--- src/hdl/teq_pkg.sv ---
// Package for the timed event queue: depths, item types, command, kind, status and cell codes.
`timescale 1ns / 1ps
package teq_pkg;
   localparam int QueueDepth = 16;
   localparam int TagBits    = 16;
   localparam int MaxResults = 16;
   localparam int IdxBits    = $clog2(QueueDepth);
   localparam int ResBits    = $clog2(MaxResults + 1);

   localparam logic [2:0] CMD_ADD     = 3'd0;
   localparam logic [2:0] CMD_REMOVE  = 3'd1;
   localparam logic [2:0] CMD_ADVANCE = 3'd2;
   localparam logic [2:0] CMD_LISTAT  = 3'd3;
   localparam logic [2:0] CMD_LISTALL = 3'd4;

   localparam logic [1:0] KIND_ADD    = 2'd0;
   localparam logic [1:0] KIND_FIRED  = 2'd1;
   localparam logic [1:0] KIND_LISTED = 2'd2;
   localparam logic [1:0] KIND_NONE   = 2'd3;

   localparam logic [1:0] ST_OK   = 2'd0;
   localparam logic [1:0] ST_PAST = 2'd1;
   localparam logic [1:0] ST_FULL = 2'd2;

   // Cell operations broadcast along the chain.
   localparam logic [2:0] OP_HOLD   = 3'd0;  // every cell keeps its entry
   localparam logic [2:0] OP_INSERT = 3'd1;  // sorted insert of new_entry
   localparam logic [2:0] OP_REMOVE = 3'd2;  // drop the first entry equal to key
   localparam logic [2:0] OP_POP    = 3'd3;  // drop the head entry
   localparam logic [2:0] OP_ROTATE = 3'd4;  // shift toward cell 0, head wraps to the tail

   typedef struct packed {
      logic [2:0]  cmd;
      logic [31:0] time_arg;
      logic [15:0] event_tag;
   } req_type;

   typedef struct packed {
      logic [1:0]  kind;
      logic [1:0]  add_status;
      logic [31:0] out_time;
      logic [15:0] out_tag;
      logic        last;
   } rsp_type;

   typedef struct packed {
      logic [31:0]        time_val;
      logic [TagBits-1:0] tag;
   } entry_type;

   // Per-cycle controls broadcast to every cell.
   typedef struct packed {
      logic [2:0]  op;
      logic [31:0] key;        // time compared against by insert and remove
      entry_type   new_entry;
   } cell_ctl_type;
endpackage

--- src/hdl/teq_cell.sv ---
// One queue cell: holds an entry and a valid bit, trades entries with its neighbors.
`timescale 1ns / 1ps
module teq_cell (
   input  logic                  clock,
   input  logic                  reset,
   input  teq_pkg::cell_ctl_type ctl,
   input  teq_pkg::entry_type    prev_entry,
   input  logic                  prev_valid,
   input  logic                  prev_stay,
   input  logic                  prev_hit,
   input  teq_pkg::entry_type    next_entry,
   input  logic                  next_valid,
   output teq_pkg::entry_type    entry,
   output logic                  valid,
   output logic                  stay,
   output logic                  hit
);
   teq_pkg::entry_type entry_ff, entry_in;
   logic valid_ff, valid_in;
   logic match;

   // Local compares and the choice of next entry.
   always_comb begin
      stay     = valid_ff && (entry_ff.time_val <= ctl.key);
      match    = valid_ff && (entry_ff.time_val == ctl.key);
      hit      = prev_hit || match;
      entry_in = entry_ff;
      valid_in = valid_ff;
      case (ctl.op)
         teq_pkg::OP_INSERT: begin
            // entries at or before the new time stay; the first later cell
            // takes the new entry and the rest move back by one
            if (!stay) begin
               if (prev_stay) begin
                  entry_in = ctl.new_entry;
                  valid_in = 1'b1;
               end else begin
                  entry_in = prev_entry;
                  valid_in = prev_valid;
               end
            end
         end
         teq_pkg::OP_REMOVE: begin
            // from the first match on, every cell pulls from its successor
            if (hit) begin
               entry_in = next_entry;
               valid_in = next_valid;
            end
         end
         teq_pkg::OP_POP, teq_pkg::OP_ROTATE: begin
            entry_in = next_entry;
            valid_in = next_valid;
         end
         default: ;
      endcase
   end

   always_ff @(posedge clock) begin
      if (reset) begin
         entry_ff <= '0;
         valid_ff <= 1'b0;
      end else begin
         entry_ff <= entry_in;
         valid_ff <= valid_in;
      end
   end

   assign entry = entry_ff;
   assign valid = valid_ff;
endmodule

--- src/hdl/teq_ring.sv ---
// Chain of queue cells; cell 0 is the head, valid entries sit in order from cell 0 up.
`timescale 1ns / 1ps
module teq_ring (
   input  logic                  clock,
   input  logic                  reset,
   input  teq_pkg::cell_ctl_type ctl,
   output teq_pkg::entry_type    head,
   output logic                  head_valid,
   output logic                  tail_valid
);
   teq_pkg::entry_type entries [teq_pkg::QueueDepth];
   logic [teq_pkg::QueueDepth-1:0] valids, stays, hits;

   // Each cell sees its predecessor and successor; the last cell's successor
   // is the head when rotating and an empty slot otherwise.
   for (genvar g = 0; g < teq_pkg::QueueDepth; g++) begin : g_cell
      teq_pkg::entry_type prev_e, next_e;
      logic prev_v, prev_s, prev_h, next_v;
      if (g == 0) begin : g_first
         assign prev_e = '0;
         assign prev_v = 1'b0;
         assign prev_s = 1'b1;
         assign prev_h = 1'b0;
      end else begin : g_rest
         assign prev_e = entries[g-1];
         assign prev_v = valids[g-1];
         assign prev_s = stays[g-1];
         assign prev_h = hits[g-1];
      end
      if (g == teq_pkg::QueueDepth - 1) begin : g_last
         assign next_e = entries[0];
         assign next_v = (ctl.op == teq_pkg::OP_ROTATE) && valids[0];
      end else begin : g_mid
         assign next_e = entries[g+1];
         assign next_v = valids[g+1];
      end
      teq_cell u_cell (
         .clock(clock), .reset(reset), .ctl(ctl),
         .prev_entry(prev_e), .prev_valid(prev_v), .prev_stay(prev_s), .prev_hit(prev_h),
         .next_entry(next_e), .next_valid(next_v),
         .entry(entries[g]), .valid(valids[g]), .stay(stays[g]), .hit(hits[g])
      );
   end

   assign head       = entries[0];
   assign head_valid = valids[0];
   assign tail_valid = valids[teq_pkg::QueueDepth-1];
endmodule

--- src/hdl/timed_event_queue_unit.sv ---
// Top level of the timed event queue: command sequencer over a chain of cells.
`timescale 1ns / 1ps
// A command is taken while busy is low: a fixed pass of QueueDepth (16) steps
// over the cell chain, one step per cycle whatever the queue holds, then a
// closing report state; busy stays high from the accepting edge until that
// state ends. Add inserts in one step, remove drops one matching entry per
// step, advance pops one due head per step, and a list rotates the chain once
// around. Results come out on rsp_item with rsp_valid high for one cycle each,
// in queue order, at most 16 per command; each fired or listed item waits in
// pend until the next one is found or the pass ends, and the final item,
// flagged by last, is on the ports in the first cycle that busy is low. The
// receiver cannot stall them.
module timed_event_queue_unit (
   input  logic              clock,
   input  logic              reset,
   input  logic              start,
   output logic              busy,
   input  teq_pkg::req_type  req_item,
   output logic              rsp_valid,
   output teq_pkg::rsp_type  rsp_item
);
   typedef enum logic [1:0] {S_IDLE, S_PASS, S_DONE} state_type;

   state_type state_ff, state_in;
   teq_pkg::req_type req_ff, req_in;
   logic [teq_pkg::IdxBits-1:0] step_ff, step_in;
   logic [31:0] now_ff, now_in;
   logic [teq_pkg::ResBits-1:0] nres_ff, nres_in;
   logic [1:0] status_ff, status_in;
   teq_pkg::rsp_type pend_ff, pend_in;
   teq_pkg::rsp_type rsp_ff, rsp_in;
   logic pend_v_ff, pend_v_in;
   logic rsp_valid_ff, rsp_valid_in;

   teq_pkg::cell_ctl_type ctl;
   teq_pkg::entry_type head;
   logic head_valid, tail_valid;
   logic room, take, match;
   logic [32:0] sum;

   // Chain operation for this step, and whether the head is reported.
   always_comb begin
      room  = nres_ff < teq_pkg::ResBits'(teq_pkg::MaxResults);
      take  = 1'b0;
      match = 1'b0;
      ctl.op  = teq_pkg::OP_HOLD;
      ctl.key = req_ff.time_arg;
      ctl.new_entry.time_val = req_ff.time_arg;
      ctl.new_entry.tag      = req_ff.event_tag[teq_pkg::TagBits-1:0];
      if (state_ff == S_PASS) begin
         case (req_ff.cmd)
            teq_pkg::CMD_ADD: begin
               if (step_ff == '0 && status_ff == teq_pkg::ST_OK) ctl.op = teq_pkg::OP_INSERT;
            end
            teq_pkg::CMD_REMOVE: begin
               ctl.op = teq_pkg::OP_REMOVE;
            end
            teq_pkg::CMD_ADVANCE: begin
               // sorted queue: once the head is not due, nothing behind it is
               take = head_valid && head.time_val <= now_ff && room;
               if (take) ctl.op = teq_pkg::OP_POP;
            end
            teq_pkg::CMD_LISTAT, teq_pkg::CMD_LISTALL: begin
               ctl.op = teq_pkg::OP_ROTATE;
               match  = head_valid && room && (req_ff.cmd == teq_pkg::CMD_LISTALL ||
                        head.time_val == req_ff.time_arg);
            end
            default: ;
         endcase
      end
   end

   teq_ring u_ring (
      .clock(clock), .reset(reset), .ctl(ctl),
      .head(head), .head_valid(head_valid), .tail_valid(tail_valid)
   );

   // Sequencer next state; a reported item waits in pend until the next one
   // arrives or the pass ends, so the final one can carry last.
   always_comb begin
      sum          = {1'b0, now_ff} + {1'b0, req_item.time_arg};
      state_in     = state_ff;
      req_in       = req_ff;
      step_in      = step_ff;
      now_in       = now_ff;
      nres_in      = nres_ff;
      status_in    = status_ff;
      pend_in      = pend_ff;
      pend_v_in    = pend_v_ff;
      rsp_in       = rsp_ff;
      rsp_valid_in = 1'b0;
      case (state_ff)
         S_IDLE: begin
            if (start) begin
               state_in  = S_PASS;
               req_in    = req_item;
               step_in   = '0;
               nres_in   = '0;
               pend_v_in = 1'b0;
               status_in = teq_pkg::ST_OK;
               if (req_item.cmd == teq_pkg::CMD_ADD) begin
                  if (req_item.time_arg < now_ff) status_in = teq_pkg::ST_PAST;
                  else if (tail_valid) status_in = teq_pkg::ST_FULL;
               end
               // current time saturates
               if (req_item.cmd == teq_pkg::CMD_ADVANCE) now_in = sum[32] ? '1 : sum[31:0];
            end
         end
         S_PASS: begin
            if (take || match) begin
               rsp_in       = pend_ff;
               rsp_valid_in = pend_v_ff;
               pend_in      = '{take ? teq_pkg::KIND_FIRED : teq_pkg::KIND_LISTED,
                                teq_pkg::ST_OK, head.time_val, 16'(head.tag), 1'b0};
               pend_v_in    = 1'b1;
               nres_in      = nres_ff + teq_pkg::ResBits'(1);
            end
            step_in = step_ff + teq_pkg::IdxBits'(1);
            if (step_ff == teq_pkg::IdxBits'(teq_pkg::QueueDepth - 1)) state_in = S_DONE;
         end
         S_DONE: begin
            state_in     = S_IDLE;
            rsp_valid_in = 1'b1;
            pend_v_in    = 1'b0;
            if (req_ff.cmd == teq_pkg::CMD_ADD) begin
               rsp_in = '{teq_pkg::KIND_ADD, status_ff, 32'd0, 16'd0, 1'b1};
            end else if (pend_v_ff) begin
               rsp_in      = pend_ff;
               rsp_in.last = 1'b1;
            end else begin
               rsp_in = '{teq_pkg::KIND_NONE, teq_pkg::ST_OK, 32'd0, 16'd0, 1'b1};
            end
         end
         default: state_in = S_IDLE;
      endcase
   end

   always_ff @(posedge clock) begin
      if (reset) begin
         state_ff     <= S_IDLE;
         req_ff       <= '0;
         step_ff      <= '0;
         now_ff       <= '0;
         nres_ff      <= '0;
         status_ff    <= teq_pkg::ST_OK;
         pend_ff      <= '0;
         pend_v_ff    <= 1'b0;
         rsp_ff       <= '0;
         rsp_valid_ff <= 1'b0;
      end else begin
         state_ff     <= state_in;
         req_ff       <= req_in;
         step_ff      <= step_in;
         now_ff       <= now_in;
         nres_ff      <= nres_in;
         status_ff    <= status_in;
         pend_ff      <= pend_in;
         pend_v_ff    <= pend_v_in;
         rsp_ff       <= rsp_in;
         rsp_valid_ff <= rsp_valid_in;
      end
   end

   assign busy      = state_ff != S_IDLE;
   assign rsp_valid = rsp_valid_ff;
   assign rsp_item  = rsp_ff;

   // A command ends with exactly one last-flagged result.
   a_done: assert property (@(posedge clock) disable iff (reset)
      state_ff == S_DONE |=> rsp_valid && rsp_item.last)
      else $error("missing final result");
   // Results before the final one come out while busy.
   a_idle: assert property (@(posedge clock) disable iff (reset)
      rsp_valid && !rsp_item.last |-> busy)
      else $error("stray result");
   // The final result appears once the block is free again.
   a_last: assert property (@(posedge clock) disable iff (reset)
      rsp_valid && rsp_item.last |-> !busy)
      else $error("final result while busy");
endmodule
--- config.mk ---
export PLATFORM = sky130hd
export DESIGN_NAME = timed_event_queue_unit
export DESIGN_NICKNAME = d
export VERILOG_FILES = /design/src/hdl/teq_pkg.sv /design/src/hdl/teq_cell.sv /design/src/hdl/teq_ring.sv /design/src/hdl/timed_event_queue_unit.sv
export SDC_FILE = /design/constraint.sdc
export NUM_CORES = 2
export LEC_CHECK = 0
export ABC_CLOCK_PERIOD_IN_PS = 3700
export BUFFER_PORTS_ARGS = -buffer_cell sky130_fd_sc_hd__buf_2
export CELL_PAD_IN_SITES_DETAIL_PLACEMENT = 0
export CELL_PAD_IN_SITES_GLOBAL_PLACEMENT = 1
export CORE_UTILIZATION = 50
export DETAILED_ROUTE_END_ITERATION = 10
export PLACE_DENSITY = 0.83
export SYNTH_ARGS = -nofsm -noshare
export SYNTH_HDL_FRONTEND = slang
export SYNTH_SLANG_ARGS = --single-unit
--- constraint.sdc ---
create_clock -name clock -period 3.7 [get_ports clock]
set_input_delay 0.185 -clock clock [delete_from_list [all_inputs] [get_ports clock]]
set_output_delay 0.185 -clock clock [all_outputs]
set_load 0.05 [all_outputs]
==> impl_metrics.toml <==
[routing]
avgRoutedWirePerCell_um = 26.5
dr_total_vias = 61500
drtPass1Iterations = 8
wl_mm = 246
vias_per_cell = 6.61
post-route-drc-count = 0
drtIter0Drc = 7870
antenna_left = 0

[clock_network]
cts_tree = "built"
cts_sinks = 985
clk_path_buf_depth = 3
root_buffer = "clkbuf_16"
ctsHtreeMaxLevel = 3
path_clk_slew_ps = 60
clock_latency_ps = 780
numCtsBuffers = 111

[power]
power.internal_mw = 21.6
switching_power_mw = 11.8
leakage_nw = 30.1
seqPwrFrac_pct = 34.6
comb_power_share_pct = 29.3
p_sw_share_pct = 35.2
p_clk_share_pct = 36.2
p_total_mw = 33.4
irDropWorstVdd_mv = 0.384
powerDensity_nw_per_um2 = 452

[logic_synthesis]
yosys.cell_types.count = 95
synthesis.area_um2 = 63400
ys_ff_latch = 985
postSynthAreaPerCell_um2 = 8.50
synthArstFlopShare_pct = 0
ys.flop_type = "dfxtp_1"
synth_warnings = 0
syn_nets = 8136
syn_inst = 7466
yosysSeqAreaShare_pct = 31.1
synth-edff-count = 0

[setup_path]
worstSetupPathType = "register to register"
path_max_fanout = 16
crit_chain = "inv_1, buf_4, ha_1, a21o_1, a21o_1, a21oi_1, o21ai_0, a221oi_4, and3_4, a211oi_4, buf_4, a21oi_4, clkbuf_16, o2bb2ai_1"
cp-end-kind = "register"
start_kind = "register"
cp.required_ps = 4390
cp_slowest_cell = "a21oi_4"
critPathMaxStageDelay_ps = 400
cp_data_arrival_time_ps = 4370

[timing]
setup_slack_ps = 23.7
fin_crit_sh_pct = 99.4
finalMaxSlewViolations = 0
setup_viol = 0
hold_viol = 0
slew_headroom_pct = 13.5
min_period_ps = 3680
tightest_slew_ps = 1300
holdWs_ps = 198
rsz0062_at_grt = "yes"
clock_skew_ps = 56.6
fmax_ghz = 0.272

[finish]
syn2layout_area_growth_pct = 16.4
final_area_um2 = 73900
n_antenna_cell = 0
drive_gt1_share_pct = 12.7
fin_nets = 8236

[place]
place_congestion = 0.983
placed_cell_area_um2 = 68800
dp_hpwl_mm = 176
place_ws_ps = -28.3
portBuffers = 108

[grt]
grt_pass1_wl_mm = 364
grt_use_total_pct = 36.8
grt_max_degree = 117
grt_pass1_vias = 56500
antenna_found_initial = 1
grt_overflow = 0

[worst_hold_path]
hp-class = "primary input to register"

[floorplanning]
die_area_um2 = 128000
ios = 109
rows = 130
die_h_um = 358
coreArea_um2 = 126000
fp.dieW_um = 358
start_util_pct = 50.5

[outcome]
status = "finished clean"

[run]
max_cap_viol_count = 0
[synthesized netlist by cell type (58+ instances only)]
| library cell | instances | share of area, % |
|---|---|---|
| dfxtp_1 | 985 | 31 |
| buf_2 | 160 | 1.3 |
| nand2_1 | 907 | 5.4 |
| clkbuf_1 | 441 | 2.6 |
| a21o_1 | 144 | 1.7 |
| a22o_1 | 434 | 6.0 |
| mux2_2 | 66 | 1.2 |
| o21ai_0 | 720 | 5.7 |
| o211ai_1 | 68 | 0.80 |
| mux2i_1 | 575 | 9.1 |
| a21oi_1 | 447 | 3.5 |
| o32ai_1 | 65 | 0.90 |
| nor2_1 | 258 | 1.5 |
| nand3_1 | 211 | 1.7 |
| inv_1 | 223 | 1.3 |
| a311oi_1 | 64 | 0.88 |
| ha_1 | 615 | 12 |
| nand4_1 | 116 | 1.1 |
| o2111ai_1 | 58 | 0.80 |
[final timing paths]
path / startpoint / endpoint / slack [ps] / depth (start not counted)
hold reg to reg: pend_ff[7]$_SDFFE_PP0P_ / pend_ff[7]$_SDFFE_PP0P_ / 450 / 2
hold / removal: req_item[2] / ctl[2]$_SDFFE_PP0P_ / 200 / 4
setup reg to reg: ctl[25]$_SDFFE_PP0P_ / u_ring.g_cell[6].u_cell.entry[31]$_SDFFE_PP0P_ / 20 / 14
setup / recovery: ctl[25]$_SDFFE_PP0P_ / u_ring.g_cell[6].u_cell.entry[31]$_SDFFE_PP0P_ / 20 / 14
[area by class of cell]
| cell class | count | area (um^2) |
|---|---|---|
| fillers | 11100 | 51900 |
| multi-input cells | 5607 | 40900 |
| flip-flops and latches | 985 | 19700 |
| repair buffers | 638 | 6390 |
| clock buffers | 158 | 3210 |
| well taps | 1650 | 2060 |
| inverters | 223 | 845 |
| clock inverters | 45 | 747 |
[metal layers]
metal | global-route usage, % | up-vias | wire length (um) | part of all wire [%]
li1 | - | 28200 | - | -
met1 | 54.5 | 29400 | 111000 | 45
met2 | 52.0 | 3431 | 101000 | 41
met3 | 6.32 | 491 | 24700 | 10
met4 | 14.8 | 2 | 10000 | 4.1
met5 | 0 | - | 14 | 0.0057
[state kept, by name, summed over array words and instances, names as in the netlist]
signal	count
status_ff	2
pend_ff	50
u_ring.g_cell.u_cell.entry	768
now_ff	32
ctl	48
rsp_valid	1
state_ff	2
nres_ff	5
pend_v_ff	1
u_ring.g_cell.u_cell.valid	16
req_ff	3
step_ff	4
rsp_item	53
[timing repair]
action,in CTS,in global routing
pin swaps,1,9
hold buffers,54,0
buffers inserted,2,8
gates cloned,0,8
endpoints found under the hold margin,79,0
gates resized for setup,2,76
endpoints found under the setup margin,62,738
[cell families (layout without fill, tap and decap cells)]
family                   count (synthesis)  count (layout)  share of synthesized area, %
XOR/XNOR                                25              25                         0.345
AO/OA/AOI/OAI                         2576            2576                          28.1
flip-flops                             985             985                          31.1
multiplexers                           641             641                          10.2
adder cells (fa/ha/maj)                616             616                          12.2
AND/OR/NAND/NOR                       1749            1749                          12.5
buffers and inverters                  874            1064                          5.60
[worst max-delay path, delay by kind of cell, from the launching register on]
kind                     cells  cell delay, ps
AO/OA/AOI/OAI                8            1690
buffers and inverters        4            1000
flip-flops                   1             310
adder cells (fa/ha/maj)      1             310
AND/OR/NAND/NOR              1             260
[power by group through the flow]
stage	registers, mW	logic [mW]	clock network [mW]
2_1_floorplan	11.5	5.66	0
3_3_place_gp	11.7	9.17	0
3_5_place_dp	11.7	9.31	0
4_1_cts	11.5	9.40	12.1
5_1_grt	11.6	10.3	12.6
6_report	11.5	9.78	12.1
[placed cells by master (no fill, tap or decap), types with 52 or more instances in the layout]
master,Yosys,routed
nand2_1,907,906
buf_4,9,335
ha_1,615,615
nand3_1,211,207
mux2_2,66,66
dlygate4sd3_1,0,54
nor2_1,258,254
o32ai_1,65,65
a211oi_1,52,52
clkbuf_16,0,118
a21o_1,144,143
a22o_1,434,432
o22ai_1,56,56
o21ai_0,720,720
o2111ai_1,58,58
buf_2,160,107
o211ai_1,68,68
a21oi_1,447,432
inv_1,223,221
nand4_1,116,116
a311oi_1,64,63
buf_12,0,124
mux2i_1,575,575
dfxtp_1,985,983
[metrics by stage]
step	setup TNS (ps)	std cells	util, %
after global routing	-1550	9306	58.7
after global placement	-19.8	9031	54.7
after CTS	0	9290	58.3
final	0	9306	58.7
after detailed placement	-32.8	9031	54.7
after floorplan	0	7466	-
Power figures use the tool's default switching activity.
